$ cat src/design/chip8_interpreter_core_unit_assert.svh
// Assertion macros for the CHIP-8 interpreter core.
// Included by modules that check their own logic; needs clk and rst in scope.
`ifndef CHIP8_INTERPRETER_CORE_UNIT_ASSERT_SVH
`define CHIP8_INTERPRETER_CORE_UNIT_ASSERT_SVH
`ifndef SYNTH
`define C8IC_ASSERT_SAME(label, ante, cons) \
  label: assert property (@(posedge clk) disable iff (rst) (ante) |-> (cons)) \
    else $error("c8ic assertion failed");
`define C8IC_ASSERT_NEXT(label, ante, cons) \
  label: assert property (@(posedge clk) disable iff (rst) (ante) |=> (cons)) \
    else $error("c8ic assertion failed");
`else
`define C8IC_ASSERT_SAME(label, ante, cons)
`define C8IC_ASSERT_NEXT(label, ante, cons)
`endif
`endif

$ cat src/design/c8ic_pkg.sv
// Shared types, codes and constants of the CHIP-8 interpreter core.
// No dependencies; used by the controller, datapath and top level.
package c8ic_pkg;

  localparam int MEM_BYTES = 4096;
  localparam int SCREEN_WIDTH = 64;
  localparam int SCREEN_HEIGHT = 32;
  localparam int STACK_DEPTH_DEF = 16;
  localparam int FONT_BYTES = 80;
  localparam logic [11:0] START_PC = 12'h200;
  localparam logic [11:0] ADDR_LAST = 12'hFFF;

  // Request codes.
  typedef enum logic [1:0] {
    REQ_EXEC  = 2'd0,
    REQ_TICK  = 2'd1,
    REQ_WRITE = 2'd2,
    REQ_ROW   = 2'd3
  } req_e_t;

  // Instruction classes by top nibble.
  localparam logic [3:0] OPC_SYS   = 4'h0;
  localparam logic [3:0] OPC_JUMP  = 4'h1;
  localparam logic [3:0] OPC_CALL  = 4'h2;
  localparam logic [3:0] OPC_SEQI  = 4'h3;
  localparam logic [3:0] OPC_SNEI  = 4'h4;
  localparam logic [3:0] OPC_SEQR  = 4'h5;
  localparam logic [3:0] OPC_LDI   = 4'h6;
  localparam logic [3:0] OPC_ADDI  = 4'h7;
  localparam logic [3:0] OPC_ALU   = 4'h8;
  localparam logic [3:0] OPC_SNER  = 4'h9;
  localparam logic [3:0] OPC_LIDX  = 4'hA;
  localparam logic [3:0] OPC_JOFS  = 4'hB;
  localparam logic [3:0] OPC_RAND  = 4'hC;
  localparam logic [3:0] OPC_DRAW  = 4'hD;
  localparam logic [3:0] OPC_KEY   = 4'hE;
  localparam logic [3:0] OPC_MISC  = 4'hF;

  // Low-nibble codes of the register ALU group.
  localparam logic [3:0] ALU_MOV = 4'h0;
  localparam logic [3:0] ALU_OR  = 4'h1;
  localparam logic [3:0] ALU_AND = 4'h2;
  localparam logic [3:0] ALU_XOR = 4'h3;
  localparam logic [3:0] ALU_ADD = 4'h4;
  localparam logic [3:0] ALU_SUB = 4'h5;
  localparam logic [3:0] ALU_SHR = 4'h6;
  localparam logic [3:0] ALU_SBN = 4'h7;
  localparam logic [3:0] ALU_SHL = 4'hE;

  // Low-byte codes.
  localparam logic [7:0] NN_CLS   = 8'hE0;
  localparam logic [7:0] NN_RET   = 8'hEE;
  localparam logic [7:0] NN_SKP   = 8'h9E;
  localparam logic [7:0] NN_SKNP  = 8'hA1;
  localparam logic [7:0] NN_WKEY  = 8'h0A;
  localparam logic [7:0] NN_GDLY  = 8'h07;
  localparam logic [7:0] NN_SDLY  = 8'h15;
  localparam logic [7:0] NN_SSND  = 8'h18;
  localparam logic [7:0] NN_AIDX  = 8'h1E;
  localparam logic [7:0] NN_FONT  = 8'h29;
  localparam logic [7:0] NN_BCD   = 8'h33;
  localparam logic [7:0] NN_STORE = 8'h55;
  localparam logic [7:0] NN_LOAD  = 8'h65;

  // Controller states, one-hot.
  typedef enum logic [17:0] {
    S_CLR   = 18'h00001,
    S_IDLE  = 18'h00002,
    S_START = 18'h00004,
    S_FET1  = 18'h00008,
    S_FET2  = 18'h00010,
    S_RDY   = 18'h00020,
    S_CAPY  = 18'h00040,
    S_EXEC  = 18'h00080,
    S_WRF   = 18'h00100,
    S_STRD  = 18'h00200,
    S_STWR  = 18'h00400,
    S_LDRD  = 18'h00800,
    S_LDWR  = 18'h01000,
    S_BCD   = 18'h02000,
    S_DRRD  = 18'h04000,
    S_DRXOR = 18'h08000,
    S_DRF   = 18'h10000,
    S_RESP  = 18'h20000
  } state_t;

  // Datapath micro-operations.
  typedef enum logic [4:0] {
    MOP_NONE, MOP_CLR, MOP_LATCH, MOP_START, MOP_FET1, MOP_FET2, MOP_RDY,
    MOP_CAPY, MOP_EXEC, MOP_WRF, MOP_STRD, MOP_STWR, MOP_LDRD, MOP_LDWR,
    MOP_BCD, MOP_DRRD, MOP_DRXOR, MOP_DRF, MOP_RESP
  } mop_t;

  typedef struct packed {
    mop_t       mop;
    logic [3:0] cnt;
  } cmd_t;

  typedef struct packed {
    req_e_t      req;
    logic [15:0] op;
    logic        clr_last;
    logic        draw_break;
  } status_t;

  localparam logic [7:0] FONT [FONT_BYTES] = '{
    8'hF0, 8'h90, 8'h90, 8'h90, 8'hF0, 8'h20, 8'h60, 8'h20, 8'h20, 8'h70,
    8'hF0, 8'h10, 8'hF0, 8'h80, 8'hF0, 8'hF0, 8'h10, 8'hF0, 8'h10, 8'hF0,
    8'h90, 8'h90, 8'hF0, 8'h10, 8'h10, 8'hF0, 8'h80, 8'hF0, 8'h10, 8'hF0,
    8'hF0, 8'h80, 8'hF0, 8'h90, 8'hF0, 8'hF0, 8'h10, 8'h20, 8'h40, 8'h40,
    8'hF0, 8'h90, 8'hF0, 8'h90, 8'hF0, 8'hF0, 8'h90, 8'hF0, 8'h10, 8'hF0,
    8'hF0, 8'h90, 8'hF0, 8'h90, 8'h90, 8'hE0, 8'h90, 8'hE0, 8'h90, 8'hE0,
    8'hF0, 8'h80, 8'h80, 8'h80, 8'hF0, 8'hE0, 8'h90, 8'h90, 8'h90, 8'hE0,
    8'hF0, 8'h80, 8'hF0, 8'h80, 8'hF0, 8'hF0, 8'h80, 8'hF0, 8'h80, 8'h80
  };

  // Power-up contents of one memory byte.
  function automatic logic [7:0] font_byte(input logic [11:0] a);
    logic [7:0] b;
    b = 8'd0;
    if (a < 12'(FONT_BYTES)) begin
      b = FONT[a[6:0]];
    end
    return b;
  endfunction

endpackage

$ cat src/design/c8ic_ctrl.sv
// Controller state machine of the CHIP-8 interpreter core.
// Depends on c8ic_pkg and the assertion macro header; drives the datapath by command.
`include "chip8_interpreter_core_unit_assert.svh"

module c8ic_ctrl (
  input  logic               clk,
  input  logic               rst,
  input  logic               in_valid,
  output logic               in_ready,
  output logic               out_valid,
  input  logic               out_ready,
  input  c8ic_pkg::status_t  st,
  output c8ic_pkg::cmd_t     cmd
);

  c8ic_pkg::state_t state, state_next;
  logic [3:0] cnt, cnt_next;
  logic       out_valid_next;
  logic [3:0] nib, x, n;
  logic [7:0] nn;

  assign nib = st.op[15:12];
  assign x   = st.op[11:8];
  assign n   = st.op[3:0];
  assign nn  = st.op[7:0];
  assign in_ready = (state == c8ic_pkg::S_IDLE);

  // Next state and command for the datapath.
  always_comb begin
    state_next = state;
    cnt_next = cnt;
    out_valid_next = out_valid && !out_ready;
    cmd.mop = c8ic_pkg::MOP_NONE;
    cmd.cnt = cnt;
    case (state)
      c8ic_pkg::S_CLR: begin
        cmd.mop = c8ic_pkg::MOP_CLR;
        if (st.clr_last) state_next = c8ic_pkg::S_IDLE;
      end
      c8ic_pkg::S_IDLE: begin
        if (in_valid) begin
          cmd.mop = c8ic_pkg::MOP_LATCH;
          state_next = c8ic_pkg::S_START;
        end
      end
      c8ic_pkg::S_START: begin
        cmd.mop = c8ic_pkg::MOP_START;
        state_next = (st.req == c8ic_pkg::REQ_EXEC) ? c8ic_pkg::S_FET1 : c8ic_pkg::S_RESP;
      end
      c8ic_pkg::S_FET1: begin
        cmd.mop = c8ic_pkg::MOP_FET1;
        state_next = c8ic_pkg::S_FET2;
      end
      c8ic_pkg::S_FET2: begin
        cmd.mop = c8ic_pkg::MOP_FET2;
        state_next = c8ic_pkg::S_RDY;
      end
      c8ic_pkg::S_RDY: begin
        cmd.mop = c8ic_pkg::MOP_RDY;
        state_next = c8ic_pkg::S_CAPY;
      end
      c8ic_pkg::S_CAPY: begin
        cmd.mop = c8ic_pkg::MOP_CAPY;
        state_next = c8ic_pkg::S_EXEC;
      end
      c8ic_pkg::S_EXEC: begin
        cmd.mop = c8ic_pkg::MOP_EXEC;
        cnt_next = 4'd0;
        state_next = c8ic_pkg::S_RESP;
        if (nib == c8ic_pkg::OPC_DRAW) begin
          state_next = c8ic_pkg::S_DRRD;
        end else if (nib == c8ic_pkg::OPC_MISC) begin
          if (nn == c8ic_pkg::NN_STORE) state_next = c8ic_pkg::S_STRD;
          else if (nn == c8ic_pkg::NN_LOAD) state_next = c8ic_pkg::S_LDRD;
          else if (nn == c8ic_pkg::NN_BCD) state_next = c8ic_pkg::S_BCD;
        end else if (nib == c8ic_pkg::OPC_ALU) begin
          if (n inside {c8ic_pkg::ALU_OR, c8ic_pkg::ALU_AND, c8ic_pkg::ALU_XOR,
                        c8ic_pkg::ALU_ADD, c8ic_pkg::ALU_SUB, c8ic_pkg::ALU_SHR,
                        c8ic_pkg::ALU_SBN, c8ic_pkg::ALU_SHL}) begin
            state_next = c8ic_pkg::S_WRF;
          end
        end
      end
      c8ic_pkg::S_WRF: begin
        cmd.mop = c8ic_pkg::MOP_WRF;
        state_next = c8ic_pkg::S_RESP;
      end
      c8ic_pkg::S_STRD: begin
        cmd.mop = c8ic_pkg::MOP_STRD;
        state_next = c8ic_pkg::S_STWR;
      end
      c8ic_pkg::S_STWR: begin
        cmd.mop = c8ic_pkg::MOP_STWR;
        cnt_next = cnt + 4'd1;
        state_next = (cnt == x) ? c8ic_pkg::S_RESP : c8ic_pkg::S_STRD;
      end
      c8ic_pkg::S_LDRD: begin
        cmd.mop = c8ic_pkg::MOP_LDRD;
        state_next = c8ic_pkg::S_LDWR;
      end
      c8ic_pkg::S_LDWR: begin
        cmd.mop = c8ic_pkg::MOP_LDWR;
        cnt_next = cnt + 4'd1;
        state_next = (cnt == x) ? c8ic_pkg::S_RESP : c8ic_pkg::S_LDRD;
      end
      c8ic_pkg::S_BCD: begin
        cmd.mop = c8ic_pkg::MOP_BCD;
        cnt_next = cnt + 4'd1;
        if (cnt == 4'd2) state_next = c8ic_pkg::S_RESP;
      end
      c8ic_pkg::S_DRRD: begin
        if (cnt == n || st.draw_break) begin
          state_next = c8ic_pkg::S_DRF;
        end else begin
          cmd.mop = c8ic_pkg::MOP_DRRD;
          state_next = c8ic_pkg::S_DRXOR;
        end
      end
      c8ic_pkg::S_DRXOR: begin
        cmd.mop = c8ic_pkg::MOP_DRXOR;
        cnt_next = cnt + 4'd1;
        state_next = c8ic_pkg::S_DRRD;
      end
      c8ic_pkg::S_DRF: begin
        cmd.mop = c8ic_pkg::MOP_DRF;
        state_next = c8ic_pkg::S_RESP;
      end
      c8ic_pkg::S_RESP: begin
        if (!out_valid || out_ready) begin
          cmd.mop = c8ic_pkg::MOP_RESP;
          out_valid_next = 1'b1;
          state_next = c8ic_pkg::S_IDLE;
        end
      end
      default: begin
        state_next = c8ic_pkg::S_IDLE;
      end
    endcase
  end

  // State registers.
  always_ff @(posedge clk) begin
    if (rst) begin
      state <= c8ic_pkg::S_CLR;
      cnt <= 4'd0;
      out_valid <= 1'b0;
    end else begin
      state <= state_next;
      cnt <= cnt_next;
      out_valid <= out_valid_next;
    end
  end

  `C8IC_ASSERT_NEXT(a_accept_starts, in_valid && in_ready, state == c8ic_pkg::S_START)
  `C8IC_ASSERT_SAME(a_clear_blocks_input, state == c8ic_pkg::S_CLR, !in_ready)
  `C8IC_ASSERT_NEXT(a_resp_gives_valid, state == c8ic_pkg::S_RESP && (!out_valid || out_ready), out_valid)
  `C8IC_ASSERT_SAME(a_bcd_count, state == c8ic_pkg::S_BCD, cnt <= 4'd2)

endmodule

$ cat config.mk
export PLATFORM = sky130hd
export DESIGN_NAME = c8ic_ctrl
export DESIGN_NICKNAME = d
export VERILOG_FILES = /design/src/design/c8ic_pkg.sv /design/src/design/c8ic_ctrl.sv
export VERILOG_INCLUDE_DIRS = /design/src /design/src/design
export SDC_FILE = /design/constraint.sdc
export NUM_CORES = 1
export LEC_CHECK = 0
export BUFFER_PORTS_ARGS = -buffer_cell sky130_fd_sc_hd__buf_2
export CAP_MARGIN = 40
export CORE_ASPECT_RATIO = 1.75
export CORE_UTILIZATION = 40
export CTS_CLUSTER_SIZE = 16
export DETAILED_ROUTE_END_ITERATION = 8
export PLACE_DENSITY = 0.58
export SLEW_MARGIN = 10
export SYNTH_ARGS = -nofsm -noshare
export SYNTH_HDL_FRONTEND = slang
export SYNTH_SLANG_ARGS = --single-unit
$ cat constraint.sdc
create_clock -name clk -period 3.35 [get_ports clk]
set_input_delay 0.5025 -clock clk [delete_from_list [all_inputs] [get_ports clk]]
set_output_delay 0.5025 -clock clk [all_outputs]
set_load 0.1 [all_outputs]
==> results.py <==
metrics = {
    "power_and_ir_drop": {
        "netSwitchingFraction_pct": 32.52,
        "clkPwrFrac_pct": 30.2,
        "p_int_mw": 0.4140,
        "seqPwrFrac_pct": 46.0,
        "leakage_nw": 0.7904,
        "switchingPower_mw": 0.1996,
        "power_density_nw_per_um2": 296.5,
        "power_frac_comb_pct": 23.8,
        "vdd_ir_drop_max_mv": 0.2310,
    },
    "yosys": {
        "synth_area_leader_cell": "dfxtp_1",
        "syn_area_per_cell_um2": 8.078,
        "synth.net_count": 241,
        "ys_top_cells_by_count": "23 x dfxtp_1, 15 x nand3_1, 13 x nor3_1, 12 x xnor2_1",
        "synth_top_area_share_pct": 26.51,
        "syn_inst": 215,
        "ys.flop_type": "dfxtp_1",
        "yosysSeqAreaShare_pct": 26.51,
        "synth_area_leaders": "dfxtp_1 27%, xnor2_1 6.1%, nand3_1 4.3%",
        "ys_types": 51,
        "synth_edf_count": 0,
        "ys_async_sr_fraction_pct": 0,
        "synth_most_common_cell": "dfxtp_1",
        "synth-seq-cells": 23,
        "yosys_warnings": 0,
        "netlist_area_um2": 1737,
    },
    "final_layout": {
        "fin_nets": 269,
        "fin_cells": 291,
        "fin_util_pct": 49.86,
        "area_growth_pct": 19.16,
        "drive_gt1_share_pct": 23.97,
        "diodes": 0,
    },
    "floorplan": {
        "fp-row-count": 31,
        "die_height_um": 89.17,
        "die_w_um": 51.81,
        "fp.coreArea_um2": 4150,
        "floorplan.die_area_um2": 4620,
        "ioPinCount": 35,
        "floorplan.initialDensity_pct": 41.85,
    },
    "clocking": {
        "h-tree-depth": 1,
        "cts_tree": "done",
        "hold_buffers": 0,
        "cts_buffer_depth": 2,
        "root_buffer": "clkbuf_8",
        "clk_latency_ns": 0.27,
        "cts.sinks": 23,
        "cts.clk_slew.worst_paths_ns": 0.09,
        "cts_inserted_buffers": 3,
    },
    "route": {
        "via_per_inst": 6.399,
        "drt_wl_total_um": 5593,
        "first_pass_iters": 4,
        "drtIter0Drc": 67,
        "remaining_drc_errors": 0,
        "vias": 1862,
        "ant_nets": 0,
        "wl_per_cell_um": 19.22,
    },
    "sta": {
        "report.final.slew_viol_count": 0,
        "fin_ws_ns": 0.2115,
        "fmax_ghz": 0.3186,
        "relSlewSlack_pct": 47.05,
        "fin_worst_skew_ns": 0.002196,
        "min_period_ns": 3.138,
        "final_hold_viol_count": 0,
        "timing.final.crit_share_pct": 93.69,
        "setup_tns_ns": 0,
        "worstMarginPinSlew_ns": 0.7832,
        "setup_viol": 0,
        "rsz0062_at_grt": "no",
    },
    "worst_setup_path": {
        "crit_fanout": 7,
        "cp-startpoint": "state[0]",
        "end_kind": "output pin",
        "timing.critical_path.required_ns": 2.85,
        "cp.arrival_ns": 2.64,
        "reg2reg_from": "state[2]",
        "crit_type": "reg2out",
        "start_kind": "register",
    },
    "grt": {
        "grt_pass1_wl_um": 9039,
        "grt-ovfl-total": 0,
        "grt_max_degree": 15,
        "antenna_found_initial": 0,
        "grt_usage_pct": 26.76,
        "grt_pass1_vias": 1920,
    },
    "placed_design": {
        "globalplace.congestion": 0.8813,
        "dp_hpwl_um": 4447,
        "post-place-cells": 287,
        "pre_cts_ws_ns": 0.4544,
        "portBuffers": 34,
    },
    "job": {
        "drv_cap": 0,
    },
    "min_path": {
        "hold_path_startpoint": "st[19]",
        "hold_class": "in2reg",
    },
    "status": {
        "run_status": "finished clean",
    },
}
## layout make-up
type / instances / area, um2
clock inverter: 1 / 7.507
tap: 49 / 61.31
sequential: 23 / 460.4
clock buffer: 3 / 41.29
fill: 396 / 2081
timing repair buffer: 37 / 265.3
inverter: 3 / 11.26
multi-input combinational: 175 / 1222
## metrics by stage
| stage | cell area, um2 | hold WS [ns] | power (mW) |
|---|---|---|---|
| 2_1_floorplan | 1749 | 0.5073 | 0.3816 |
| 6_report | 2069 | 0.4224 | 0.6136 |
| 5_1_grt | 2069 | 0.4162 | 0.6403 |
| 3_3_place_gp | 2006 | 0.5437 | 0.4322 |
| 4_1_cts | 2059 | 0.4244 | 0.6121 |
| 3_5_place_dp | 2011 | 0.5474 | 0.4318 |
## per-layer routing
| layer | wire (um) | track usage [%] | share of wire (%) |
|---|---|---|---|
| met1 | 1925 | 25.98 | 34 |
| met2 | 3078 | 51.83 | 55 |
| met3 | 266 | 3.061 | 4.8 |
| met4 | 323 | 16.22 | 5.8 |
| met5 | 0 | 0 | 0 |
## power groups by stage
stage               combinational, mW  clock [mW]  sequential [mW]
global placement                0.144           0            0.288
finish                          0.146       0.185            0.282
detailed placement              0.143           0            0.289
floorplan                      0.0946           0            0.287
CTS                             0.144       0.186            0.282
global route                    0.157       0.199            0.284
## registers in the layout (all words and copies together) (netlist names)
signal	flops
state	18
cnt	4
out_valid	1
## cells by family (layout without fill, tap and decap cells)
logic type,count (synthesis),in the layout,synth area share (%)
AO/OA/AOI/OAI,34,34,13.98
XOR/XNOR,16,16,8.069
adder cells (fa/ha/maj),2,2,1.441
buffers and inverters,17,44,4.395
flip-flops,23,23,26.51
AND/OR/NAND/NOR,123,123,45.61
## final timing paths
kind | to | slack (ns) | cells past startpoint
worst min-delay path | state[3] | 0.42 | 2
worst max register to register | state[17] | 0.83 | 5
worst max-delay path | cmd[7] | 0.21 | 6
worst min register to register | out_valid | 0.56 | 2
## cell usage in the layout, fill, tap and decap left out, drive strengths merged, types with 4 or more instances in the layout
| cell type | count |
|---|---|
| a21oi | 8 |
| nand2 | 12 |
| nor4 | 13 |
| nor3 | 15 |
| nand4 | 5 |
| xnor2 | 12 |
| o21ai | 6 |
| nor4b | 4 |
| nor3b | 8 |
| nand3 | 15 |
| or2 | 4 |
| dfxtp | 23 |
| buf | 37 |
| or4 | 8 |
| nand2b | 5 |
| xor2 | 4 |
| nor2 | 9 |
| nor2b | 7 |
| a22oi | 5 |
## timing repair
action,4_1_cts,5_1_grt
endpoints found under the hold margin,0,0
setup buffers,0,0
endpoints found under the setup margin,0,3
resized for setup,0,2
## worst max-delay path, stage by stage, from the launching register on
cell and delay [ns]:
dfxtp_1 0.37, or4_1 0.78, nor3_4 0.33, nand2_1 0.13, or3_1 0.40, nand4_1 0.17
buf_12 0.20
No activity file was read; power rests on OpenSTA's default activity.
